**src/rtl/lru_kvc_pkg.sv**
```systemverilog
package lru_kvc_pkg;

   localparam int ENTRIES_DEFAULT = 16;
   localparam int KIND_W          = 2;
   localparam int KEY_W           = 16;
   localparam int VALUE_W         = 32;
   localparam int CAP_W           = 5;

   localparam logic [CAP_W-1:0] CAP_RESET = CAP_W'(16);

   localparam logic [KIND_W-1:0] KIND_GET    = KIND_W'(0);
   localparam logic [KIND_W-1:0] KIND_PUT    = KIND_W'(1);
   localparam logic [KIND_W-1:0] KIND_DELETE = KIND_W'(2);

   // What every entry cell does with the item in the decision stage.
   typedef enum logic [2:0] {
      ACT_NONE,
      ACT_TOUCH,
      ACT_WRITE,
      ACT_INSERT,
      ACT_REMOVE
   } act_type;

   typedef struct packed {
      logic    fire;
      act_type act;
   } ctl_type;

endpackage

```
**src/rtl/lru_kvc_if.sv**
```systemverilog
interface lru_kvc_req_if;
   logic                                 valid;
   logic                                 ready;
   logic [lru_kvc_pkg::KIND_W-1:0]       kind;
   logic [lru_kvc_pkg::KEY_W-1:0]        key;
   logic signed [lru_kvc_pkg::VALUE_W-1:0] value;

   modport source (output valid, output kind, output key, output value, input ready);
   modport sink   (input valid, input kind, input key, input value, output ready);
endinterface

interface lru_kvc_rsp_if;
   logic                                 valid;
   logic                                 ready;
   logic                                 found;
   logic [lru_kvc_pkg::KEY_W-1:0]        hit_key;
   logic signed [lru_kvc_pkg::VALUE_W-1:0] hit_value;

   modport source (output valid, output found, output hit_key, output hit_value, input ready);
   modport sink   (input valid, input found, input hit_key, input hit_value, output ready);
endinterface

```
**src/rtl/lru_key_value_cache.sv**
```systemverilog
// Fully associative key/value store with least-recently-used replacement,
// built from ENTRIES flip-flop cells. An accepted beat is held in an input
// register; from there every cell compares its key in parallel, the recency
// ranks of all cells are updated and, for a get, the answer is loaded into the
// output register. One item is taken every cycle when the input side does not
// stall; this rate is set by the key compare and rank update across the cells.
// The input side stalls only while a get answer cannot enter an occupied
// output register.
module lru_key_value_cache #(
   parameter int ENTRIES = lru_kvc_pkg::ENTRIES_DEFAULT
) (
   input  logic                           clock,
   input  logic                           reset,
   lru_kvc_req_if.sink                    req,
   lru_kvc_rsp_if.source                  rsp,
   input  logic                           csr_write_enable,
   input  logic [lru_kvc_pkg::CAP_W-1:0]  csr_write_data
);

   localparam int RANK_W = (ENTRIES > 1) ? $clog2(ENTRIES) : 1;
   localparam int OCC_W  = $clog2(ENTRIES + 1);
   localparam int CMP_W  = (OCC_W > lru_kvc_pkg::CAP_W) ? OCC_W : lru_kvc_pkg::CAP_W;

   logic [lru_kvc_pkg::CAP_W-1:0]          capacity_ff;
   logic [OCC_W-1:0]                       occ_ff, occ_in;

   logic                                   stg_valid_ff;
   logic [lru_kvc_pkg::KIND_W-1:0]         stg_kind_ff;
   logic [lru_kvc_pkg::KEY_W-1:0]          stg_key_ff;
   logic signed [lru_kvc_pkg::VALUE_W-1:0] stg_value_ff;

   logic                                   rsp_valid_ff;
   logic                                   rsp_found_ff;
   logic [lru_kvc_pkg::KEY_W-1:0]          rsp_key_ff;
   logic signed [lru_kvc_pkg::VALUE_W-1:0] rsp_value_ff;

   logic [ENTRIES-1:0]                     match_vec, valid_vec, victim_vec;
   logic [ENTRIES-1:0]                     free_vec, first_free_vec, sel_vec;
   logic [RANK_W-1:0]                      rank_arr [ENTRIES];
   logic [lru_kvc_pkg::KEY_W-1:0]          key_arr [ENTRIES];
   logic signed [lru_kvc_pkg::VALUE_W-1:0] value_arr [ENTRIES];

   logic                                   hit, is_get, fire, out_free, full;
   logic [RANK_W-1:0]                      hit_rank, lru_rank;
   logic [lru_kvc_pkg::KEY_W-1:0]          hit_key;
   logic signed [lru_kvc_pkg::VALUE_W-1:0] hit_value;
   logic [CMP_W-1:0]                       cap_ext, eff_cap;
   lru_kvc_pkg::ctl_type                   ctl;

   assign is_get    = (stg_kind_ff == lru_kvc_pkg::KIND_GET);
   assign out_free  = !rsp_valid_ff || rsp.ready;
   assign fire      = stg_valid_ff && (!is_get || out_free);
   assign req.ready = !stg_valid_ff || fire;

   assign rsp.valid     = rsp_valid_ff;
   assign rsp.found     = rsp_found_ff;
   assign rsp.hit_key   = rsp_key_ff;
   assign rsp.hit_value = rsp_value_ff;

   // A capacity of zero acts as one, and anything above the store size as the store size.
   assign cap_ext = CMP_W'(capacity_ff);
   always_comb begin
      if (cap_ext == '0) begin
         eff_cap = CMP_W'(1);
      end else if (cap_ext > CMP_W'(ENTRIES)) begin
         eff_cap = CMP_W'(ENTRIES);
      end else begin
         eff_cap = cap_ext;
      end
   end
   assign full = (CMP_W'(occ_ff) >= eff_cap);

   // Ranks of valid entries are always 0 .. occupancy-1, so the oldest holds occupancy-1.
   assign lru_rank       = RANK_W'(occ_ff - OCC_W'(1));
   assign free_vec       = ~valid_vec;
   assign first_free_vec = free_vec & (~free_vec + ENTRIES'(1));
   assign hit            = |match_vec;

   always_comb begin
      hit_rank  = '0;
      hit_key   = '0;
      hit_value = '0;
      for (int i = 0; i < ENTRIES; i++) begin
         victim_vec[i] = valid_vec[i] && (rank_arr[i] == lru_rank);
         hit_rank      = hit_rank | (rank_arr[i] & {RANK_W{match_vec[i]}});
         hit_key       = hit_key | (key_arr[i] & {lru_kvc_pkg::KEY_W{match_vec[i]}});
         hit_value     = hit_value | (value_arr[i] & {lru_kvc_pkg::VALUE_W{match_vec[i]}});
      end
   end

   always_comb begin
      if (hit) begin
         sel_vec = match_vec;
      end else if (full) begin
         sel_vec = victim_vec;
      end else begin
         sel_vec = first_free_vec;
      end
   end

   always_comb begin
      ctl.fire = fire;
      case (stg_kind_ff)
         lru_kvc_pkg::KIND_GET: begin
            ctl.act = hit ? lru_kvc_pkg::ACT_TOUCH : lru_kvc_pkg::ACT_NONE;
         end
         lru_kvc_pkg::KIND_PUT: begin
            ctl.act = hit ? lru_kvc_pkg::ACT_WRITE : lru_kvc_pkg::ACT_INSERT;
         end
         lru_kvc_pkg::KIND_DELETE: begin
            ctl.act = hit ? lru_kvc_pkg::ACT_REMOVE : lru_kvc_pkg::ACT_NONE;
         end
         default: begin
            ctl.act = lru_kvc_pkg::ACT_NONE;
         end
      endcase
   end

   // An eviction followed by an insert leaves the occupancy unchanged.
   always_comb begin
      occ_in = occ_ff;
      if (fire && ctl.act == lru_kvc_pkg::ACT_INSERT && !full) begin
         occ_in = occ_ff + OCC_W'(1);
      end else if (fire && ctl.act == lru_kvc_pkg::ACT_REMOVE) begin
         occ_in = occ_ff - OCC_W'(1);
      end
   end

   for (genvar g = 0; g < ENTRIES; g++) begin : g_cell
      lru_kvc_cell #(
         .RANK_W (RANK_W)
      ) u_cell (
         .clock    (clock),
         .reset    (reset),
         .ctl      (ctl),
         .sel      (sel_vec[g]),
         .ref_rank (hit_rank),
         .wr_key   (stg_key_ff),
         .wr_value (stg_value_ff),
         .match    (match_vec[g]),
         .valid    (valid_vec[g]),
         .key      (key_arr[g]),
         .value    (value_arr[g]),
         .rank     (rank_arr[g])
      );
   end

   always_ff @(posedge clock) begin
      if (reset) begin
         capacity_ff  <= lru_kvc_pkg::CAP_RESET;
         occ_ff       <= '0;
         stg_valid_ff <= 1'b0;
         rsp_valid_ff <= 1'b0;
      end else begin
         if (csr_write_enable) begin
            capacity_ff <= csr_write_data;
         end
         occ_ff <= occ_in;
         if (req.ready) begin
            stg_valid_ff <= req.valid;
         end
         if (fire && is_get) begin
            rsp_valid_ff <= 1'b1;
         end else if (rsp.ready) begin
            rsp_valid_ff <= 1'b0;
         end
      end
      if (req.valid && req.ready) begin
         stg_kind_ff  <= req.kind;
         stg_key_ff   <= req.key;
         stg_value_ff <= req.value;
      end
      if (fire && is_get) begin
         rsp_found_ff <= hit;
         rsp_key_ff   <= hit_key;
         rsp_value_ff <= hit_value;
      end
   end

   a_match_unique: assert property (@(posedge clock) disable iff (reset)
      $onehot0(match_vec))
      else $error("key present in more than one entry");

   a_occ_tracks_valid: assert property (@(posedge clock) disable iff (reset)
      $countones(valid_vec) == int'(occ_ff))
      else $error("occupancy differs from the number of valid entries");

   a_single_victim: assert property (@(posedge clock) disable iff (reset)
      fire && ctl.act == lru_kvc_pkg::ACT_INSERT && full |-> $onehot(victim_vec))
      else $error("eviction without exactly one least recent entry");

   a_get_answers: assert property (@(posedge clock) disable iff (reset)
      fire && is_get |=> rsp_valid_ff)
      else $error("get beat produced no answer");

   a_miss_zero: assert property (@(posedge clock) disable iff (reset)
      rsp_valid_ff && !rsp_found_ff |-> rsp_key_ff == '0 && rsp_value_ff == '0)
      else $error("miss answer carries non-zero fields");

endmodule

```
**src/rtl/lru_kvc_cell.sv**
```systemverilog
module lru_kvc_cell #(
   parameter int RANK_W = 4
) (
   input  logic                                   clock,
   input  logic                                   reset,
   input  lru_kvc_pkg::ctl_type                   ctl,
   input  logic                                   sel,
   input  logic [RANK_W-1:0]                      ref_rank,
   input  logic [lru_kvc_pkg::KEY_W-1:0]          wr_key,
   input  logic signed [lru_kvc_pkg::VALUE_W-1:0] wr_value,
   output logic                                   match,
   output logic                                   valid,
   output logic [lru_kvc_pkg::KEY_W-1:0]          key,
   output logic signed [lru_kvc_pkg::VALUE_W-1:0] value,
   output logic [RANK_W-1:0]                      rank
);

   logic                                   valid_ff, valid_in;
   logic [RANK_W-1:0]                      rank_ff, rank_in;
   logic [lru_kvc_pkg::KEY_W-1:0]          key_ff, key_in;
   logic signed [lru_kvc_pkg::VALUE_W-1:0] value_ff, value_in;

   assign match = valid_ff && (key_ff == wr_key);
   assign valid = valid_ff;
   assign key   = key_ff;
   assign value = value_ff;
   assign rank  = rank_ff;

   always_comb begin
      valid_in = valid_ff;
      rank_in  = rank_ff;
      key_in   = key_ff;
      value_in = value_ff;
      if (ctl.fire) begin
         case (ctl.act)
            lru_kvc_pkg::ACT_TOUCH, lru_kvc_pkg::ACT_WRITE: begin
               if (sel) begin
                  rank_in = '0;
                  if (ctl.act == lru_kvc_pkg::ACT_WRITE) begin
                     value_in = wr_value;
                  end
               end else if (valid_ff && rank_ff < ref_rank) begin
                  rank_in = rank_ff + RANK_W'(1);
               end
            end
            lru_kvc_pkg::ACT_INSERT: begin
               // The selected slot is either free or the evicted victim.
               if (sel) begin
                  valid_in = 1'b1;
                  rank_in  = '0;
                  key_in   = wr_key;
                  value_in = wr_value;
               end else if (valid_ff) begin
                  rank_in = rank_ff + RANK_W'(1);
               end
            end
            lru_kvc_pkg::ACT_REMOVE: begin
               if (sel) begin
                  valid_in = 1'b0;
                  rank_in  = '0;
               end else if (valid_ff && rank_ff > ref_rank) begin
                  rank_in = rank_ff - RANK_W'(1);
               end
            end
            default: begin
            end
         endcase
      end
   end

   always_ff @(posedge clock) begin
      if (reset) begin
         valid_ff <= 1'b0;
         rank_ff  <= '0;
      end else begin
         valid_ff <= valid_in;
         rank_ff  <= rank_in;
      end
      key_ff   <= key_in;
      value_ff <= value_in;
   end

endmodule
```
**src/flat_wrapper.sv**
```systemverilog
// flat-port wrapper written by rule: the top's interface ports become plain ports
module lru_key_value_cache_flat 
#(
   parameter int ENTRIES = lru_kvc_pkg::ENTRIES_DEFAULT
)
  (clock, reset, csr_write_enable, csr_write_data, req_valid, req_kind, req_key, req_value, req_ready, rsp_valid, rsp_found, rsp_hit_key, rsp_hit_value, rsp_ready);
  lru_kvc_req_if req_i ();
  lru_kvc_rsp_if rsp_i ();
  input  logic clock;
  input  logic reset;
  input  logic csr_write_enable;
  input  logic [lru_kvc_pkg::CAP_W-1:0] csr_write_data;
  input wire logic [$bits(req_i.valid)-1:0] req_valid;
  input wire logic [$bits(req_i.kind)-1:0] req_kind;
  input wire logic [$bits(req_i.key)-1:0] req_key;
  input wire logic [$bits(req_i.value)-1:0] req_value;
  output wire logic [$bits(req_i.ready)-1:0] req_ready;
  output wire logic [$bits(rsp_i.valid)-1:0] rsp_valid;
  output wire logic [$bits(rsp_i.found)-1:0] rsp_found;
  output wire logic [$bits(rsp_i.hit_key)-1:0] rsp_hit_key;
  output wire logic [$bits(rsp_i.hit_value)-1:0] rsp_hit_value;
  input wire logic [$bits(rsp_i.ready)-1:0] rsp_ready;
  assign req_i.valid = req_valid;
  assign req_i.kind = req_kind;
  assign req_i.key = req_key;
  assign req_i.value = req_value;
  assign req_ready = req_i.ready;
  assign rsp_valid = rsp_i.valid;
  assign rsp_found = rsp_i.found;
  assign rsp_hit_key = rsp_i.hit_key;
  assign rsp_hit_value = rsp_i.hit_value;
  assign rsp_i.ready = rsp_ready;
  lru_key_value_cache #(.ENTRIES(ENTRIES)) u_core (.clock(clock), .reset(reset), .req(req_i), .rsp(rsp_i), .csr_write_enable(csr_write_enable), .csr_write_data(csr_write_data));
endmodule
```
**config.mk**
```make
export PLATFORM = sky130hd
export DESIGN_NAME = lru_key_value_cache_flat
export DESIGN_NICKNAME = d
export VERILOG_FILES = /design/src/rtl/lru_kvc_pkg.sv /design/src/rtl/lru_kvc_if.sv /design/src/rtl/lru_key_value_cache.sv /design/src/rtl/lru_kvc_cell.sv /design/src/flat_wrapper.sv
export SDC_FILE = /design/constraint.sdc
export NUM_CORES = 2
export LEC_CHECK = 0
export BUFFER_PORTS_ARGS = -buffer_cell sky130_fd_sc_hd__buf_2
export CAP_MARGIN = 20
export CELL_PAD_IN_SITES_DETAIL_PLACEMENT = 0
export CELL_PAD_IN_SITES_GLOBAL_PLACEMENT = 2
export CORE_MARGIN = 2
export CORE_UTILIZATION = 30
export CTS_CLUSTER_SIZE = 12
export DETAILED_ROUTE_END_ITERATION = 12
export PLACE_DENSITY = 0.53
export SYNTH_ARGS = -nofsm -noshare
export SYNTH_HDL_FRONTEND = slang
export SYNTH_HIERARCHICAL = 1
export SYNTH_SLANG_ARGS = --single-unit
```
**constraint.sdc**
```tcl
create_clock -name clock -period 10.2 [get_ports clock]
set_input_delay 2.04 -clock clock [delete_from_list [all_inputs] [get_ports clock]]
set_output_delay 2.04 -clock clock [all_outputs]
set_load 0.1 [all_outputs]
```
==> flow_summary.toml <==
[outcome]
outcome = "complete, no violations"

[routing]
via_per_inst = 5.39
antenna_left = 0
drt-wirelength-per-cell_um = 28.6
first_pass_iters = 5
route.detailed.drc = 0
routed_wl_um = 148000
drt-initial-drc-count = 2039
vias = 27900

[cells_and_area]
area_delta_synth_final_pct = 15.8
fillerInstances = 13600
final_common_cell = "edfxtp_1"
multi_input_area_um2 = 14100
finalInstanceArea_um2 = 49500
regArea_um2 = 27900
drive_above_1_share_pct = 12.7
mostFrequentLayoutCells = "edfxtp_1 (867), xnor2_1 (238), a22o_1 (208), a221oi_1 (208), nand4_1 (132)"
diodes = 0
fin_nets = 3369

[critical_path]
cp_max_fo = 45
critical_path_arrival_ps = 7000
critPathTopFamily = "simple AND/OR/NAND/NOR gates"
worst_setup_path_end_kind = "register"
cp-startpoint = "u_core/stg_key_ff[13]"
crit_chain = "buf_4 -> xor2_1 -> nor4_1 -> nand4_1 -> nor4_2 -> buf_4 -> nor4_4 -> nand4_4 -> nand2_1 -> nor2_4 -> buf_4 -> buf_4 -> nor3b_4 -> o21ai_1 -> a311o_1 -> or4b_1 -> a21oi_1"
reg2reg_slack_ps = 3820
rr_worst_depth = 17
crit_path_start_kind = "register"
reg2reg_to = "u_core/g_cell[4].u_cell/rank[3]"
critPathKind = "reg -> reg"
cp_slowest_stage_delay_ps = 690
crit_buf_inv = 4
required_ps = 10820
path_depth = 17
rr_startpoint = "u_core/stg_key_ff[13]"
path_common_cell = "buf_4"
crit_path_top_delay_cell = "nor4_1"

[cts]
cts_hold_buffers = 0
cts_num_sinks = 959
cts_root_buf = "clkbuf_16"
cts_buffer_depth = 3
path_clk_slew_ps = 60
cts.repair.resized = 0
cts_buffers = 108
cts_tree = "built"
postCtsSetupRepairBufs = 0
htreeDepth = 3
clock_latency_ps = 730

[yosys]
async_flop_share_pct = 0
yosysWarnings = 6
seq_area_frac_synth_pct = 65.3
synth_area_per_cell_um2 = 14.1
synth-edff-count = 867
synth_seq_cells = 959
synthFlopType = "edfxtp_1"
synth_area_um2 = 42700
synthCells = 3029
syn-num-nets = 3192
synth.distinct_cells = 57

[flow_run]
maxCapViolations = 0

[pwr]
p_sw_share_pct = 21.9
peakVddDrop_uv = 141
intPower_mw = 6.51
switching_power_mw = 1.83
power_frac_comb_pct = 2.9
seq_power_share_pct = 52.0
power_frac_clock_pct = 45.1
powerDensity_nw_per_um2 = 169
p_leak_nw = 16.1
power_mw = 8.34

[sta]
maxSlewHeadroom_pct = 23.4
worst_slew_pin_slew_ps = 1150
finalSetupViolCount = 0
final_hold_viol_count = 0
max_freq_mhz = 157
setup_tns_ps = 0
clock_skew_ps = 46.7
period_share_pct = 62.5
min_period_ps = 6380
rsz0062_at_grt = "no"
drv_slew = 0

[floorplanning]
initial_core_util_pct = 30.2
boundaryPins = 111
die_w_um = 381
fp.dieArea_um2 = 145000
coreArea_um2 = 141000
rows = 138
die_h_um = 381

[grt]
track_usage_pct = 19.9
grt_pass1_vias = 28400
grt_max_degree = 64
grt_pass1_wl_um = 211000
antenna_found_initial = 4
grt-ovfl-total = 0

[min_path]
min_to = "u_core/cap_ext[0]"
min_from = "u_core/cap_ext[0]"
min_path_type = "reg -> reg"
hold_depth = 2

[placed_design]
place_area_um2 = 45900
routabilityCongestion = 0.798
portBuffers = 110
dp.final_hpwl_um = 86700
==> cell type report <==
type                    instances  share of cell area [%]
clock inverters                65                    1.20
flip-flops and latches        959                    56.3
inverters                     111                   0.842
well taps                    1890                    4.78
multi-input cells            1834                    28.5
clock buffers                 131                    5.68
repair buffers                192                    2.61
==> per-layer routing <==
metal / track usage (%) / share of wire [%] / routed length (µm)
met1: 27.2 / 45 / 67200
met2: 33.6 / 48 / 71700
met3: 2.11 / 3.8 / 5550
met4: 5.66 / 2.4 / 3510
met5: 0 / 0 / 0
==> per-stage QoR <==
stage	utilization, %	hold slack, ps	worst slack [ps]	instances
2_1_floorplan	-	461	2350	3029
3_3_place_gp	32.4	507	4080	4978
3_5_place_dp	32.5	516	3940	4979
4_1_cts	34.9	530	3920	5175
5_1_grt	35.0	548	3640	5182
6_report	35.0	525	3820	5182
==> power by group through the flow <==
stage	sequential, mW	combinational, mW	clock [mW]
floorplan	4.44	0.118	0
global placement	4.42	0.238	0
detailed placement	4.42	0.240	0
CTS	4.34	0.241	3.88
global route	4.35	0.263	4.02
finish	4.34	0.239	3.76
==> worst max path at each step <==
stage | endpoint | slack, ps
6_report | u_core/g_cell[4].u_cell/rank[3] | 3820
3_3_place_gp | u_core/g_cell[12].u_cell/rank[3] | 4080
5_1_grt | u_core/g_cell[6].u_cell/rank[3] | 3640
4_1_cts | u_core/g_cell[4].u_cell/rank[3] | 3920
2_1_floorplan | u_core/g_cell[0].u_cell/rank[3] | 2350
3_5_place_dp | u_core/g_cell[4].u_cell/rank[3] | 3940
==> Yosys cell counts (41+ instances only) <==
cell type	count	area (µm²)
a21oi_1	70	350
a221oi_1	208	1820
a22o_1	208	1820
clkbuf_1	79	297
dfxtp_1	92	1840
edfxtp_1	867	26000
ha_1	103	1290
inv_1	111	417
nand2_1	122	458
nand4_1	132	826
nor2_1	117	439
nor3_1	41	205
nor4_1	42	263
o21ai_0	64	320
xnor2_1	238	2080
xor2_1	99	867
==> cells by family (layout without fill, tap and decap cells) <==
logic type | count (synthesis) | count (layout) | share of synthesized area [%]
xor gates and xnor gates | 339 | 339 | 7.01
DFF | 959 | 959 | 65.3
AOI/OAI and AO/OA | 692 | 692 | 12.7
adders and majority gates | 103 | 103 | 3.02
buffers and inverters | 236 | 499 | 2.14
and+or+nand+nor | 677 | 677 | 9.30
muxes | 23 | 23 | 0.592
==> worst min-delay path: stages (launching register included) <==
cell     delay [ps]
dfxtp_1         340
mux2i_1          70
nor2_1           80
==> state kept, by name, summed over array words and instances, names as in the netlist, 2 cells and up <==
signal / cells
u_core/cap_ext: 5
u_core/g_cell.u_cell/key: 256
u_core/g_cell.u_cell/rank: 64
u_core/g_cell.u_cell/valid: 16
u_core/g_cell.u_cell/value: 512
u_core/occ_ff: 5
u_core/rsp.hit_key: 16
u_core/rsp.hit_value: 32
u_core/stg_key_ff: 16
u_core/stg_kind_ff: 2
u_core/stg_value_ff: 32
(Power assumes the default switching activity.)
